[config.mk]
export PLATFORM = sky130hd
export DESIGN_NAME = two_wire_display_serial_tx_top
export DESIGN_NICKNAME = d
export VERILOG_FILES = /design/src/rtl/tw_pkg.sv /design/src/rtl/two_wire_display_serial_tx_top.sv /design/src/rtl/tw_queue.sv /design/src/rtl/tw_front.sv /design/src/rtl/tw_back.sv
export SDC_FILE = /design/constraint.sdc
export NUM_CORES = 1
export LEC_CHECK = 0
export ABC_AREA = 1
export BUFFER_PORTS_ARGS = -buffer_cell sky130_fd_sc_hd__buf_2
export CORE_MARGIN = 3
export CORE_UTILIZATION = 61
export DETAILED_ROUTE_END_ITERATION = 7
export HOLD_SLACK_MARGIN = 0.12
export PLACE_DENSITY = 0.83
export SLEW_MARGIN = 5
export SYNTH_ARGS = -nofsm -noshare
export SYNTH_HDL_FRONTEND = slang
export SYNTH_SLANG_ARGS = --single-unit
[constraint.sdc]
create_clock -name clock -period 3.3 [get_ports clock]
set_input_delay 0.165 -clock clock [delete_from_list [all_inputs] [get_ports clock]]
set_output_delay 0.165 -clock clock [all_outputs]
set_load 0.02 [all_outputs]
[src/rtl/tw_pkg.sv]
// ----------------------------------------------------------------------------
// tw_pkg
// Shared types and constants for the two-wire display serial transmitter.
// ----------------------------------------------------------------------------
package tw_pkg;

   localparam int QTICK_W = 16;
   localparam logic [QTICK_W-1:0] QTICK_RESET = 16'd128;

   // line drive bit positions
   localparam int SCL_BIT = 0;
   localparam int SDA_BIT = 1;
   localparam logic [1:0] LINES_HIGH = 2'b11;

   typedef enum logic [2:0] {
      PH_IDLE  = 3'd0,
      PH_START = 3'd1,
      PH_DATA  = 3'd2,
      PH_ACK   = 3'd3,
      PH_STOP  = 3'd4,
      PH_WAIT  = 3'd5
   } phase_type;

   typedef enum logic {
      OP_TICK = 1'b0,
      OP_BYTE = 1'b1
   } op_type;

   typedef struct packed {
      logic       func;
      logic [7:0] byte_data;
      logic       first_of_frame;
      logic       last_of_frame;
      logic       sda_sample;
   } req_type;

   typedef struct packed {
      logic       scl_level;
      logic       sda_level;
      logic       ready_res;
      logic       ack_missing;
      logic [7:0] nack_count;
      logic       frame_done;
   } rsp_type;

   typedef struct packed {
      op_type     op;
      logic [7:0] byte_data;
      logic       first_of_frame;
      logic       last_of_frame;
      logic       sda_sample;
   } cmd_type;

endpackage

[src/rtl/two_wire_display_serial_tx_top.sv]
// ----------------------------------------------------------------------------
// two_wire_display_serial_tx_top
// Two-wire LSB-first display transmitter: request queue, line engine and
// response queue.
// ----------------------------------------------------------------------------
//  port group   direction  handshake          payload
//  req_         in         req_push/req_full  req_data (func, byte, framing, sda)
//  rsp_         out        rsp_empty/rsp_pop  rsp_data (lines, ready, ack status)
//  csr_         in         csr_we             csr_wdata (quarter_ticks)
//
//  With rsp_pop held high, one beat per cycle is sustained in both
//  directions; the line engine handles one command per cycle while the
//  response queue is not full. A beat is registered in the command queue,
//  then in the response queue after the engine, before it shows on rsp_.
//  Reset: lines released high, engine idle, quarter_ticks = 128, queues empty.
//  With rsp_pop low the response queue fills, then the command queue, then
//  req_full rises; nothing is dropped.
// ----------------------------------------------------------------------------
module two_wire_display_serial_tx_top #(
   parameter int CMD_DEPTH = 2,
   parameter int RSP_DEPTH = 2
) (
   input  logic                       clock,
   input  logic                       reset,
   input  logic                       req_push,
   input  tw_pkg::req_type            req_data,
   output logic                       req_full,
   output logic                       rsp_empty,
   input  logic                       rsp_pop,
   output tw_pkg::rsp_type            rsp_data,
   input  logic                       csr_we,
   input  logic [tw_pkg::QTICK_W-1:0] csr_wdata
);
   import tw_pkg::*;

   cmd_type cmd;
   logic    cmd_valid;
   logic    cmd_pop;
   rsp_type rsp_next;
   logic    rsp_push;
   logic    rsp_full;

   tw_front #(
      .DEPTH (CMD_DEPTH)
   ) u_front (
      .clock     (clock),
      .reset     (reset),
      .req_push  (req_push),
      .req_data  (req_data),
      .req_full  (req_full),
      .cmd_pop   (cmd_pop),
      .cmd       (cmd),
      .cmd_valid (cmd_valid)
   );

   tw_back u_back (
      .clock     (clock),
      .reset     (reset),
      .csr_we    (csr_we),
      .csr_wdata (csr_wdata),
      .cmd_valid (cmd_valid),
      .cmd       (cmd),
      .cmd_pop   (cmd_pop),
      .rsp_full  (rsp_full),
      .rsp_push  (rsp_push),
      .rsp       (rsp_next)
   );

   tw_queue #(
      .WIDTH ($bits(rsp_type)),
      .DEPTH (RSP_DEPTH)
   ) u_rsp_queue (
      .clock     (clock),
      .reset     (reset),
      .push      (rsp_push),
      .push_data (rsp_next),
      .full      (rsp_full),
      .pop       (rsp_pop),
      .pop_data  (rsp_data),
      .empty     (rsp_empty)
   );

endmodule

[src/rtl/tw_queue.sv]
// ----------------------------------------------------------------------------
// tw_queue
// Small register queue with a count; push and pop in the same cycle allowed.
// ----------------------------------------------------------------------------
module tw_queue #(
   parameter int WIDTH = 1,
   parameter int DEPTH = 2
) (
   input  logic             clock,
   input  logic             reset,
   input  logic             push,
   input  logic [WIDTH-1:0] push_data,
   output logic             full,
   input  logic             pop,
   output logic [WIDTH-1:0] pop_data,
   output logic             empty
);
   localparam int AW = (DEPTH > 1) ? $clog2(DEPTH) : 1;
   localparam int CW = $clog2(DEPTH + 1);

   logic [WIDTH-1:0] slot_ff [DEPTH];
   logic [AW-1:0]    wr_ff, wr_in;
   logic [AW-1:0]    rd_ff, rd_in;
   logic [CW-1:0]    cnt_ff, cnt_in;
   logic             do_push, do_pop;

   assign full     = (cnt_ff == CW'(DEPTH));
   assign empty    = (cnt_ff == '0);
   assign do_push  = push && !full;
   assign do_pop   = pop && !empty;
   assign pop_data = slot_ff[rd_ff];

   always_comb begin
      wr_in  = wr_ff;
      rd_in  = rd_ff;
      cnt_in = cnt_ff;
      if (do_push) begin
         wr_in = (wr_ff == AW'(DEPTH - 1)) ? '0 : wr_ff + 1'b1;
      end
      if (do_pop) begin
         rd_in = (rd_ff == AW'(DEPTH - 1)) ? '0 : rd_ff + 1'b1;
      end
      case ({do_push, do_pop})
         2'b10:   cnt_in = cnt_ff + 1'b1;
         2'b01:   cnt_in = cnt_ff - 1'b1;
         default: cnt_in = cnt_ff;
      endcase
   end

   always_ff @(posedge clock) begin
      if (reset) begin
         wr_ff  <= '0;
         rd_ff  <= '0;
         cnt_ff <= '0;
      end else begin
         wr_ff  <= wr_in;
         rd_ff  <= rd_in;
         cnt_ff <= cnt_in;
      end
   end

   always_ff @(posedge clock) begin
      if (do_push) begin
         slot_ff[wr_ff] <= push_data;
      end
   end

endmodule

[src/rtl/tw_front.sv]
// ----------------------------------------------------------------------------
// tw_front
// Accepts request beats, classifies them as tick or byte offer, and queues
// the resulting commands for the line engine.
// ----------------------------------------------------------------------------
module tw_front #(
   parameter int DEPTH = 2
) (
   input  logic              clock,
   input  logic              reset,
   input  logic              req_push,
   input  tw_pkg::req_type   req_data,
   output logic              req_full,
   input  logic              cmd_pop,
   output tw_pkg::cmd_type   cmd,
   output logic              cmd_valid
);
   import tw_pkg::*;

   cmd_type cmd_push;
   logic    cmd_empty;

   always_comb begin
      cmd_push.op             = req_data.func ? OP_BYTE : OP_TICK;
      cmd_push.byte_data      = req_data.byte_data;
      cmd_push.first_of_frame = req_data.first_of_frame;
      cmd_push.last_of_frame  = req_data.last_of_frame;
      cmd_push.sda_sample     = req_data.sda_sample;
   end

   tw_queue #(
      .WIDTH ($bits(cmd_type)),
      .DEPTH (DEPTH)
   ) u_cmd_queue (
      .clock     (clock),
      .reset     (reset),
      .push      (req_push),
      .push_data (cmd_push),
      .full      (req_full),
      .pop       (cmd_pop),
      .pop_data  (cmd),
      .empty     (cmd_empty)
   );

   assign cmd_valid = !cmd_empty;

endmodule

[src/rtl/tw_back.sv]
// ----------------------------------------------------------------------------
// tw_back
// Line engine: quarter-period timer, frame sequencer and ack bookkeeping.
// Takes one command per cycle unless rsp_full, with one response beat each.
// ----------------------------------------------------------------------------
module tw_back (
   input  logic                       clock,
   input  logic                       reset,
   input  logic                       csr_we,
   input  logic [tw_pkg::QTICK_W-1:0] csr_wdata,
   input  logic                       cmd_valid,
   input  tw_pkg::cmd_type            cmd,
   output logic                       cmd_pop,
   input  logic                       rsp_full,
   output logic                       rsp_push,
   output tw_pkg::rsp_type            rsp
);
   import tw_pkg::*;

   phase_type          phase_ff, phase_in;
   logic [2:0]         quarter_ff, quarter_in;
   logic [3:0]         bit_ff, bit_in;
   logic [7:0]         shift_ff, shift_in;
   logic [QTICK_W-1:0] tick_ff, tick_in;
   logic               stop_ff, stop_in;
   logic [7:0]         miss_ff, miss_in;
   logic [1:0]         line_ff, line_in;
   logic               nack_ff, nack_in;
   logic [QTICK_W-1:0] qticks_ff;

   logic               take;
   logic               busy;
   logic               ready;
   logic               done;
   logic [QTICK_W-1:0] tick_next;
   logic [QTICK_W-1:0] limit;

   // line levels at the start of a quarter
   function automatic logic [1:0] quarter_lines(phase_type ph, logic [2:0] q,
                                                logic [3:0] bi, logic [7:0] sh,
                                                logic [1:0] cur);
      logic [1:0] l;
      l = cur;
      case (ph)
         PH_START: l = (q < 3'd4) ? LINES_HIGH : 2'b01;
         PH_DATA: begin
            if (q == 3'd0) l[SCL_BIT] = 1'b0;
            else if (q == 3'd1) l[SDA_BIT] = sh[bi[2:0]];
            else if (q == 3'd2) l[SCL_BIT] = 1'b1;
         end
         PH_ACK: begin
            if (q == 3'd0) l[SCL_BIT] = 1'b0;
            else if (q == 3'd1) l[SDA_BIT] = 1'b1;
            else if (q == 3'd2) l[SCL_BIT] = 1'b1;
         end
         PH_STOP: begin
            if (q == 3'd0) l = 2'b00;
            else if (q == 3'd2) l[SCL_BIT] = 1'b1;
         end
         PH_WAIT: l = cur;
         default: l = LINES_HIGH;
      endcase
      return l;
   endfunction

   assign take      = cmd_valid && !rsp_full;
   assign cmd_pop   = take;
   assign rsp_push  = take;
   assign busy      = (phase_ff == PH_START) || (phase_ff == PH_DATA) ||
                      (phase_ff == PH_ACK) || (phase_ff == PH_STOP);
   assign tick_next = tick_ff + 1'b1;
   assign limit     = (qticks_ff == '0) ? QTICK_W'(1) : qticks_ff;

   always_comb begin
      phase_in   = phase_ff;
      quarter_in = quarter_ff;
      bit_in     = bit_ff;
      shift_in   = shift_ff;
      tick_in    = tick_ff;
      stop_in    = stop_ff;
      miss_in    = miss_ff;
      line_in    = line_ff;
      nack_in    = nack_ff;
      ready      = 1'b0;
      done       = 1'b0;
      if (take) begin
         if (cmd.op == OP_BYTE) begin
            if ((phase_ff == PH_IDLE && cmd.first_of_frame) || phase_ff == PH_WAIT) begin
               if (phase_ff == PH_WAIT) begin
                  phase_in = PH_DATA;
               end else begin
                  phase_in = PH_START;
                  miss_in  = '0;
               end
               quarter_in = '0;
               bit_in     = '0;
               tick_in    = '0;
               shift_in   = cmd.byte_data;
               stop_in    = cmd.last_of_frame;
               line_in    = quarter_lines(phase_in, 3'd0, 4'd0, cmd.byte_data, line_ff);
               ready      = 1'b1;
            end
         end else if (busy) begin
            tick_in = tick_next;
            if (tick_next >= limit || tick_next == '0) begin
               tick_in = '0;
               // quarter ended: advance the sequence
               case (phase_ff)
                  PH_START: begin
                     if (quarter_ff >= 3'd5) begin
                        phase_in   = PH_DATA;
                        bit_in     = '0;
                        quarter_in = '0;
                     end else begin
                        quarter_in = quarter_ff + 1'b1;
                     end
                  end
                  PH_DATA: begin
                     if (quarter_ff >= 3'd3) begin
                        bit_in     = bit_ff + 1'b1;
                        quarter_in = '0;
                        if (bit_in >= 4'd8) phase_in = PH_ACK;
                     end else begin
                        quarter_in = quarter_ff + 1'b1;
                     end
                  end
                  PH_ACK: begin
                     if (quarter_ff == 3'd2) begin
                        nack_in = cmd.sda_sample;
                        if (cmd.sda_sample && miss_ff != 8'hFF) miss_in = miss_ff + 1'b1;
                     end
                     if (quarter_ff >= 3'd3) begin
                        quarter_in = '0;
                        phase_in   = stop_ff ? PH_STOP : PH_WAIT;
                     end else begin
                        quarter_in = quarter_ff + 1'b1;
                     end
                  end
                  PH_STOP: begin
                     if (quarter_ff >= 3'd3) begin
                        quarter_in = '0;
                        phase_in   = PH_IDLE;
                        done       = 1'b1;
                     end else begin
                        quarter_in = quarter_ff + 1'b1;
                     end
                  end
                  default: ;
               endcase
               line_in = quarter_lines(phase_in, quarter_in, bit_in, shift_ff, line_ff);
            end
         end
      end
   end

   always_comb begin
      rsp.scl_level   = line_in[SCL_BIT];
      rsp.sda_level   = line_in[SDA_BIT];
      rsp.ready_res   = ready;
      rsp.ack_missing = nack_in;
      rsp.nack_count  = miss_in;
      rsp.frame_done  = done;
   end

   always_ff @(posedge clock) begin
      if (reset) begin
         phase_ff   <= PH_IDLE;
         quarter_ff <= '0;
         bit_ff     <= '0;
         shift_ff   <= '0;
         tick_ff    <= '0;
         stop_ff    <= 1'b0;
         miss_ff    <= '0;
         line_ff    <= LINES_HIGH;
         nack_ff    <= 1'b0;
      end else begin
         phase_ff   <= phase_in;
         quarter_ff <= quarter_in;
         bit_ff     <= bit_in;
         shift_ff   <= shift_in;
         tick_ff    <= tick_in;
         stop_ff    <= stop_in;
         miss_ff    <= miss_in;
         line_ff    <= line_in;
         nack_ff    <= nack_in;
      end
   end

   always_ff @(posedge clock) begin
      if (reset) begin
         qticks_ff <= QTICK_RESET;
      end else if (csr_we) begin
         qticks_ff <= csr_wdata;
      end
   end

`ifndef NO_ASSERTIONS
   a_done_from_stop: assert property (@(posedge clock) disable iff (reset)
      rsp_push && rsp.frame_done |-> phase_ff == PH_STOP)
      else $error("frame_done outside stop phase");

   a_ready_on_byte: assert property (@(posedge clock) disable iff (reset)
      rsp_push && rsp.ready_res |-> cmd.op == OP_BYTE && phase_in != PH_IDLE)
      else $error("ready_res without an accepted byte");

   a_idle_quarter: assert property (@(posedge clock) disable iff (reset)
      phase_ff == PH_IDLE |-> quarter_ff == '0 && line_ff == LINES_HIGH)
      else $error("idle with quarter or lines not at rest");

   a_ack_bits: assert property (@(posedge clock) disable iff (reset)
      phase_ff == PH_ACK |-> bit_ff == 4'd8)
      else $error("ack slot entered before eight bits");

   a_state_holds: assert property (@(posedge clock) disable iff (reset)
      !take |=> $stable(phase_ff) && $stable(tick_ff) && $stable(miss_ff))
      else $error("engine state moved without a command");
`endif

endmodule
==> flow_summary.ini, run 1 <==
[job]
max_cap_violations = 0

[grt]
grt_max_degree = 39
grt_pass1_vias = 5629
grt_pass1_wl_mm = 26.5
antenna_found_initial = 0
grt_usage_pct = 26.5
overflow = 0

[routing]
drc = 0
antenna_left = 0
viasPerCell = 5.63
num_vias = 6175
routed_wl_mm = 16.2
drt_pass1_iterations = 6
first_iter_violations = 612
wl_per_cell_um = 14.8

[clocking]
root_buffer = clkbuf_8
clkTransAtPathRegs_ps = 60
cts_sinks = 122
cts_max_level = 4
cts_tree = done
cts_buffers = 17
clock_path_buffers = 2
clk_latency_ps = 530

[yosys]
synth_area_leaders = edfxtp_1 23%, dfxtp_1 22%, nand2_1 14%
netlist-cell-type-count = 45
syn-num-nets = 919
netlist_instances = 861
netlist_area_um2 = 6670
ys_warn_count = 0
synth_top_area_share_pct = 22.5
yosysSeqAreaShare_pct = 44.1
yosysTopAreaCell = edfxtp_1
ys_ff_latch = 122
avgSynthCellArea_um2 = 7.75

[pwr]
power_mw = 5.44
powerDensity_nw_per_um2 = 677
ir_drop_uv = 492
switchingPower_mw = 1.92
leakage_nw = 3.62
combPwrFrac_pct = 29.5
p_clk_share_pct = 32.5
seqPwrFrac_pct = 38.0
intPower_mw = 3.51
swShare_pct = 35.4

[worst_setup_path]
rrSetupSlack_ps = 220
worst-setup-path-type = register to register
crit_fanout = 9
critPathCaptureType = register
critPathLaunchType = register
r2r_cells = 24
crit_required_ps = 3570
r2r-end = u_rsp_queue.slot_ff[0][11]
worstPathArrival_ps = 3360
reg2reg_from = u_back.tick_ff[0]

[place]
dp.cells = 1029
pre_cts_slack_ps = 103
portBuffers = 47
placedInstanceArea_um2 = 7050
dpl.hpwl_mm = 10.2
place_congestion = 0.898

[sta]
final_hold_viol_count = 0
relSlewSlack_pct = 32.6
rsz0062_at_grt = false
hold_slack_ps = 171
worst-slew-pin-transition_ps = 1010
fmax_mhz = 325
setup_viol = 0
fin_tns_setup_ps = 0
fin_crit_sh_pct = 93.4
finalClockSkew_ps = 8.16
drv_slew = 0
post-route-min-period_ps = 3080
worst_slack_ps = 219

[min_path]
holdPathEnd = u_back.miss_ff[4]
holdPathStages = 3
worstHoldStart = reset
hold_path.class = input port to register

[layout]
fin_util_pct = 76.8
n_antenna_cell = 0
stdcell_area_um2 = 8030
layout.cells.most_common_list = 245 x nand2_1, 98 x inv_1, 67 x dfxtp_1
fin_nets = 1006
layout-drive-gt1-share_pct = 16.4
finalNonFillerCells = 1097
final_common_cell = nand2_1
syn2layout_area_growth_pct = 20.4

[floorplanning]
design.die.area_um2 = 12200
die_y_um = 111
core_area_um2 = 10500
initial_utilization_pct = 63.8
num_rows = 37
dieWidth_um = 111
pin_count = 48

[status]
status = completed
## critical path, cell delays in order, from the launching register on
cell and delay [ps]:
dfxtp_4 370, ha_1 180, nand2_2 80, nor2_4 190, nand3_4 110, nor2_1 110
nand2_1 50, nand2_1 90, inv_1 60, ha_1 270, nand2_1 40, inv_1 70
nand3_1 110, nor2_2 210, nand2_1 70, nand2_1 100, a21oi_4 70, nand2_8 130
nand2_8 80, nor2_1 100, nand2_1 70, nand2_1 60, nand2_1 40, nand2_1 80
inv_1 60
## cell type report
cell class,instances,area (µm²)
multi-input cells,601,3230
flip-flops and latches,122,2950
fillers,727,2430
repair buffers,95,703
inverters,111,417
clock buffers,17,414
well taps,136,170
clock inverters,15,150
## synth_stat cells
master    count
clkinv_1      2
a41o_1        1
nor2_4        6
inv_2        11
o211ai_1      5
nand2_4       2
buf_1         2
o21bai_1      5
nand3_2       4
nand2_2       6
a211oi_1      1
o21ai_0      46
nand3b_1      1
dfxtp_1      72
buf_4         1
nor2_8        1
buf_2         2
nor3_1        4
or2_2         1
a21oi_4       1
nand2_8       2
o21a_1        2
mux2_2       13
buf_6         1
nand3_1      63
a21oi_1      64
inv_1        98
nor4_1        5
o21ai_2       2
xor2_1        6
nand3_4       1
clkbuf_1     21
o22ai_1       3
edfxtp_1     50
nand2_1     246
nor2_2        2
o21ai_1       7
a21oi_2       1
a31oi_1      10
a211oi_2      3
xnor2_1       1
nand4_1      10
nor3_2        1
nor2_1       50
ha_1         25
## registers in the layout, summed over array words and instances (netlist names), 2 cells and up, named ones only
name	cells
u_back.bit_ff	4
u_back.line_ff	2
u_back.miss_ff	8
u_back.phase_ff	3
u_back.qticks_ff	16
u_back.quarter_ff	3
u_back.shift_ff	8
u_back.tick_ff	16
u_front.u_cmd_queue.cnt_ff	2
u_front.u_cmd_queue.slot_ff	24
u_rsp_queue.cnt_ff	2
u_rsp_queue.slot_ff	26
## how the worst max path moves through the flow
stage,to,cells past startpoint,slack [ps],startpoint
final,u_rsp_queue.slot_ff[0][11],24,220,u_back.tick_ff[0]
after global routing,u_rsp_queue.slot_ff[0][6],23,8,u_back.tick_ff[0]
after CTS,u_back.phase_ff[0],21,80,u_back.tick_ff[0]
after detailed placement,u_back.phase_ff[0],21,100,u_back.tick_ff[0]
after global placement,u_back.bit_ff[0],20,240,u_back.tick_ff[0]
after floorplan,u_rsp_queue.slot_ff[0][11],23,430,u_back.tick_ff[0]
## power by group through the flow
| stage | Sequential (mW) | Clock (mW) | Combinational [mW] |
|---|---|---|---|
| floorplan | 2.02 | 0 | 1.14 |
| global placement | 2.07 | 0 | 1.47 |
| detailed placement | 2.08 | 0 | 1.49 |
| CTS | 2.06 | 1.77 | 1.54 |
| global route | 2.10 | 1.84 | 1.78 |
| finish | 2.07 | 1.76 | 1.61 |
## layer usage
| metal | vias to the layer above | routed length (µm) | track usage, % |
|---|---|---|---|
| met2 | 285 | 7800 | 43.6 |
| met1 | 2809 | 6720 | 34.3 |
| li1 | 3029 | - | - |
| met3 | 52 | 1250 | 5.48 |
| met4 | 0 | 435 | 10.2 |
| met5 | - | 0 | 0 |
## cells by family (layout without fill, tap and decap cells)
family | count (synthesis) | in the layout | synth area share [%]
DFF | 122 | 122 | 44.1
and+or+nand+nor | 405 | 405 | 27.3
AOI/OAI and AO/OA | 151 | 151 | 12.8
xor gates and xnor gates | 7 | 7 | 0.919
buffers and inverters | 138 | 238 | 7.97
muxes | 13 | 13 | 2.19
adders and majority gates | 25 | 25 | 4.69
## what timing repair did
| item | in CTS | in global routing |
|---|---|---|
| hold endpoints to repair | 43 | 0 |
| resized for setup | 0 | 12 |
| setup endpoints to repair | 0 | 57 |
| hold buffers | 33 | 0 |
| setup buffers | 0 | 3 |
Note: power is estimated with default switching activity, not from simulation.
==> run 2, diff against run 1 <==
Settings changed: CORE_MARGIN 3 to 1, CORE_UTILIZATION 61 to 25, PLACE_DENSITY 0.83 to 0.42.
==> run 2 against run 1 <==
Sequential power barely moved. Final area rose by 4.2%. Register-to-register slack improved by 60 ps. Global-route usage fell by 13 points. Die area rose by 120%. Largest power group unchanged. Highest routed layer unchanged.
==> flow_summary.ini, run 2 (synthesis gave the netlist of run 1 again) <==
[status]
status = completed

[grt]
use_met2_pct = 20.8
grt_max_degree = 39
grt_pass1_wl_mm = 28.1
grt_usage_pct = 13.3
top_usage_layer = met2
grt.met3_usage_pct = 2.82
antenna_found_initial = 0
grt_pass1_vias = 5493
overflow = 0
grt_use_met1_pct = 17.9

[pwr]
leakage_nw = 3.69
powerDensity_nw_per_um2 = 672
ir_drop_uv = 344

[sta]
worst-slew-pin-transition_ps = 752
relSlewSlack_pct = 49.8
fin_crit_sh_pct = 91.4
final_hold_viol_count = 0
drv_slew = 0
finalClockSkew_ps = 16.5
fmax_mhz = 332
fin_tns_setup_ps = 0
post-route-min-period_ps = 3020
worst_slack_ps = 284
setup_viol = 0

[layout]
layout.cells.most_common_list = 246 x nand2_1, 98 x inv_1, 71 x dfxtp_1
largest_reg_flops = 26
stdcell_area_um2 = 8370
n_antenna_cell = 0
layout-drive-gt1-share_pct = 17.0
final_common_cell = nand2_1
top_regs = u_rsp_queue.slot_ff (26), u_front.u_cmd_queue.slot_ff (24)
largest_register = u_rsp_queue.slot_ff
syn2layout_area_growth_pct = 25.5
fin_nets = 1016

[floorplanning]
core_area_um2 = 26100
die_y_um = 165
pin_count = 48
design.die.area_um2 = 27300
dieWidth_um = 165
num_rows = 59
initial_utilization_pct = 25.5

[clocking]
clk_latency_ps = 430
root_buffer = clkbuf_16
cts_sinks = 122
cts_max_level = 4
clkTransAtPathRegs_ps = 60
clock_path_buffers = 2
cts_buffers = 17
cts_tree = done

[worst_setup_path]
worst-setup-path-type = register to register
critPathLaunchType = register
rrSetupSlack_ps = 280
crit_fanout = 9
r2r-end = u_rsp_queue.slot_ff[0][6]
crit_path_top_delay_cell = dfxtp_1
critPathTopFamily = simple AND/OR/NAND/NOR gates
crit_chain = ha_1 > nand2_1 > nor2_4 > buf_4 > nand2_1 > xor2_1 > inv_1 > ha_1 > nand2_1 > inv_1 > o21ai_1 > a21oi_1 > nor2_1 > nand2_1 > a21oi_4 > nand2_8 > nand2_1 > nand2_1 > nand2_1 > nand2_1 > nand2_1 > nand2_1
path_common_cell = nand2_1
cp_slowest_stage_delay_ps = 350
r2r_cells = 22
critPathCaptureType = register
cp.depth = 22
reg2reg_from = u_back.tick_ff[1]
path_buf_inv = 3
worstPathArrival_ps = 3190
crit_required_ps = 3480

[routing]
antenna_left = 0
drt_pass1_iterations = 4
routed_wl_mm = 17.1
first_iter_violations = 390
drc = 0
viasPerCell = 4.41
wl_per_cell_um = 13.1
num_vias = 5759

[min_path]
hold_path.class = input port to register
worstHoldStart = req_push
holdPathStages = 3
holdPathEnd = u_front.u_cmd_queue.wr_ff

[place]
placedInstanceArea_um2 = 7400
pre_cts_slack_ps = 122
place_congestion = 0.848
portBuffers = 47
dpl.hpwl_mm = 12.3

[job]
max_cap_violations = 0
==> run 2: changes by cell type in the layout (fill, tap and decap cells not counted), moves of 3 or more <==
cell	change
dfxtp_2	-3
inv_6	+4
clkinv_2	-4
inv_8	+3
dfxtp_1	+4
buf_4	+12
==> run 2: through the flow <==
step                      util [%]  power, mW  hold WS [ps]  cells
after floorplan                  -       3.16           264    861
after global placement        28.3       3.71           356   1240
after detailed placement      28.3       3.71           357   1240
after CTS                     31.9       5.70           194   1304
after global routing          32.0       5.98           253   1306
final                         32.0       5.62           202   1306
==> run 2: area by class of cell <==
cell class              instances  area [µm²]
clock buffers                  17         425
clock inverters                15         179
fillers                      2809       17800
inverters                     111         417
multi-input cells             601        3220
flip-flops and latches        122        2940
well taps                     335         419
repair buffers                105         763
==> run 2: timing repair <==
action | CTS | global route
hold buffers | 32 | 0
resized for setup | 0 | 6
buffers inserted | 0 | 2
setup endpoints to repair | 0 | 45
hold endpoints to repair | 42 | 0
==> run 2: worst register-to-register path: stages (launching register included) <==
cell     delay (ps)
dfxtp_1         350
ha_1            170
nand2_1         100
nor2_4          200
buf_4           140
nand2_1          80
xor2_1          200
inv_1           100
ha_1            200
nand2_1          50
inv_1            40
o21ai_1         110
a21oi_1          80
nor2_1           80
nand2_1          90
a21oi_4         250
nand2_8         120
nand2_1          70
nand2_1          50
nand2_1          50
nand2_1          70
nand2_1         100
nand2_1          80
==> run 2: how the worst max path moves through the flow <==
stage                                 start                         end  slack (ps)
final                     u_back.tick_ff[1]   u_rsp_queue.slot_ff[0][6]         280
after global routing      u_back.tick_ff[1]  u_rsp_queue.slot_ff[1][11]         -20
after CTS                 u_back.tick_ff[0]        u_back.quarter_ff[0]         100
after detailed placement  u_back.tick_ff[0]        u_back.quarter_ff[0]         120
after global placement    u_back.tick_ff[0]        u_back.quarter_ff[0]         180
after floorplan           u_back.tick_ff[0]  u_rsp_queue.slot_ff[0][11]         430
==> run 2: routing by layer <==
metal  wire length [µm]  share of wire (%)  up-vias
li1                   -                  -     3049
met1               8470                 49     2619
met2               7920                 46       70
met3                527                3.1       21
met4                216                1.3        0
met5                  0                  0        -
==> run 2: power breakdown <==
| group | switching [mW] | internal, mW |
|---|---|---|
| Combinational | 1.07 | 0.573 |
| Clock | 0.792 | 1.14 |
| Sequential | 0.156 | 1.89 |
==> run 3, diff against run 2 <==
Settings changed: ABC_AREA 1 to unset.
==> run 3 against run 2 <==
The flow now finishes with violations (DRC). Sequential cell count is the same. Critical path depth shrank 8. Worst setup slack worse by 240 ps. Hold slack worse by 59 ps. Total power up 0.55%. First-iteration DRC count shrank 10%. Area after synthesis increased by 0.83%. Non-clock buffer count grew 66. Clock skew is 4.6 ps lower. Final area up 10%. Maximum frequency decreased by 7.5%. Routed wire length increased by 8.3%. Largest cell class unchanged. Highest routed layer unchanged.
==> flow_summary.ini, run 3 <==
[status]
status = finished with violations
violations = DRC

[layout]
multiInputGateArea_um2 = 3830
largest_register = u_rsp_queue.slot_ff
fin_nets = 906
regArea_um2 = 2950
final_common_cell = buf_4
largest_reg_flops = 26
syn2layout_area_growth_pct = 37.2
layout-drive-gt1-share_pct = 31.1
top_regs = u_rsp_queue.slot_ff (26), u_front.u_cmd_queue.slot_ff (24)
fill_cells = 2648
layout.cells.most_common_list = 87 x buf_4, 66 x dfxtp_1, 65 x nor2_1
finalNonFillerCells = 1197

[sta]
rsz0062_at_grt = true
hold_slack_ps = 143
fmax_mhz = 307
fin_crit_sh_pct = 98.8
finalClockSkew_ps = 11.9
drv_slew = 0
post-route-min-period_ps = 3260
final_hold_viol_count = 0
worst-slew-pin-transition_ps = 702
relSlewSlack_pct = 51.9
setup_viol = 0
worst_slack_ps = 39.6

[pwr]
p_clk_share_pct = 36.5
intPower_mw = 3.76
ir_drop_uv = 357
combPwrFrac_pct = 28.4
swShare_pct = 33.4
powerDensity_nw_per_um2 = 613
switchingPower_mw = 1.89
leakage_nw = 3.55
seqPwrFrac_pct = 35.0

[worst_setup_path]
crit_chain = nand4_1 > buf_4 > or2_4 > buf_6 > nor4_4 > xor2_2 > ha_1 > nand4_1 > o21ai_4 > buf_6 > o211ai_1 > a221oi_2 > buf_4 > or2_1
reg2reg_from = u_back.tick_ff[3]
crit_fanout = 7
cp_slowest_stage_delay_ps = 360
worst-setup-path-type = register to register
critPathCaptureType = register
r2r-end = u_back.line_ff[0]
crit_path_top_delay_cell = o21ai_4
crit_required_ps = 3660
r2r_cells = 14
critPathLaunchType = register
worstPathArrival_ps = 3620
rrSetupSlack_ps = 40

[min_path]
worstHoldStart = reset
hold_path.class = input port to register
holdPathStages = 2
holdPathEnd = u_rsp_queue.wr_ff

[routing]
antenna_left = 0
viasPerCell = 4.80
first_iter_violations = 351
drt_pass1_iterations = 7
num_vias = 5749
routed_wl_mm = 18.6
drc = 10
wl_per_cell_um = 15.5

[clocking]
cts_sinks = 122
clkTransAtPathRegs_ps = 60
root_buffer = clkbuf_16
clk_latency_ps = 420
cts_buffers = 17
cts_max_level = 4
clock_path_buffers = 2
cts_tree = done

[yosys]
ys_top_cells_by_count = 72 x dfxtp_1, 68 x nor2_1, 50 x edfxtp_1, 46 x nand2_1, 35 x mux2i_1
synthArstFlopShare_pct = 0
yosysSeqAreaShare_pct = 43.8
netlist_area_um2 = 6730
synth_ff_type = dfxtp_1
yosysMostFrequentCell = dfxtp_1
ys_warn_count = 0
avgSynthCellArea_um2 = 9.49
synth-edff-count = 50
netlist_instances = 709
synth_area_leaders = edfxtp_1 22%, dfxtp_1 21%, mux2i_1 5.2%
yosysTopAreaCell = edfxtp_1
syn-num-nets = 767
netlist-cell-type-count = 72
synth_top_area_share_pct = 22.3
ys_ff_latch = 122

[grt]
overflow = 0
grt_max_degree = 53
grt_usage_pct = 13.6
grt_pass1_vias = 5561
antenna_found_initial = 0
grt_pass1_wl_mm = 29.6

[floorplanning]
initial_utilization_pct = 25.7
die_y_um = 166
core_area_um2 = 26200
design.die.area_um2 = 27600
pin_count = 48
dieWidth_um = 166
num_rows = 59

[place]
portBuffers = 47
pre_cts_slack_ps = -189
dp.cells = 1126
dpl.hpwl_mm = 12.9
place_congestion = 0.799

[job]
max_cap_violations = 0
-- run 3: how the worst max path moves through the flow --
stage                            startpoint                    endpoint  slack (ps)  cells past startpoint
after global placement    u_back.tick_ff[3]   u_rsp_queue.slot_ff[1][0]        -150                     13
after CTS                 u_back.tick_ff[4]   u_rsp_queue.slot_ff[0][5]          -9                     13
after global routing      u_back.tick_ff[0]          u_back.phase_ff[0]        -120                     16
after detailed placement  u_back.tick_ff[4]   u_rsp_queue.slot_ff[1][0]        -190                     13
after floorplan           u_back.tick_ff[0]  u_rsp_queue.slot_ff[0][11]           8                     16
final                     u_back.tick_ff[3]           u_back.line_ff[0]          40                     14
-- run 3: per-stage QoR --
stage | area (µm²) | power, mW | util [%] | TNS [ps]
after floorplan | 6740 | 2.98 | - | 0
after global placement | 7800 | 3.53 | 29.8 | -3930
after detailed placement | 7800 | 3.52 | 29.8 | -4180
after CTS | 8870 | 5.65 | 33.8 | -31.8
after global routing | 9220 | 5.95 | 35.2 | -2640
final | 9230 | 5.65 | 35.2 | 0
-- run 3: logic make-up after synthesis --
kind of cell / synth area share, %
XOR/XNOR: 3.76
multiplexers: 7.72
flip-flops: 43.7
adder cells (fa/ha/maj): 4.65
buffers and inverters: 5.36
AO/OA/AOI/OAI: 15.9
AND/OR/NAND/NOR: 18.8
-- run 3: cell type report --
class	count	area share, %
multi-input cells	506	41.5
clock inverters	15	2.32
inverters	30	1.22
well taps	335	4.54
repair buffers	171	13.8
flip-flops and latches	122	32.0
clock buffers	17	4.61
diodes	1	0.0271
-- run 3: what timing repair did --
action,in CTS,in global routing
setup buffers,7,4
hold buffers,28,0
setup endpoints to repair,57,61
gates resized for setup,23,65
pin swaps,8,49
hold endpoints to repair,40,0
-- run 3: power by group through the flow --
stage	Combinational, mW	Clock, mW	Sequential (mW)
final	1.61	2.06	1.98
after global routing	1.77	2.17	2.01
after CTS	1.55	2.12	1.98
after detailed placement	1.51	0	2.01
after global placement	1.52	0	2.01
after floorplan	1.02	0	1.96
-- run 3: worst max-delay path: cells and delay by family (launching register included) --
| family | cells | cell delay [ps] |
|---|---|---|
| AOI/OAI and AO/OA | 3 | 760 |
| DFF | 1 | 350 |
| and+or+nand+nor | 5 | 980 |
| adders and majority gates | 1 | 330 |
| buffers and inverters | 4 | 640 |
| xor gates and xnor gates | 1 | 140 |
-- run 3: metal layers --
| layer | global-route usage [%] | routed length [µm] |
|---|---|---|
| met1 | 19.0 | 9380 |
| met2 | 20.8 | 8280 |
| met3 | 2.65 | 687 |
| met4 | 4.47 | 214 |
| met5 | 0 | 0 |
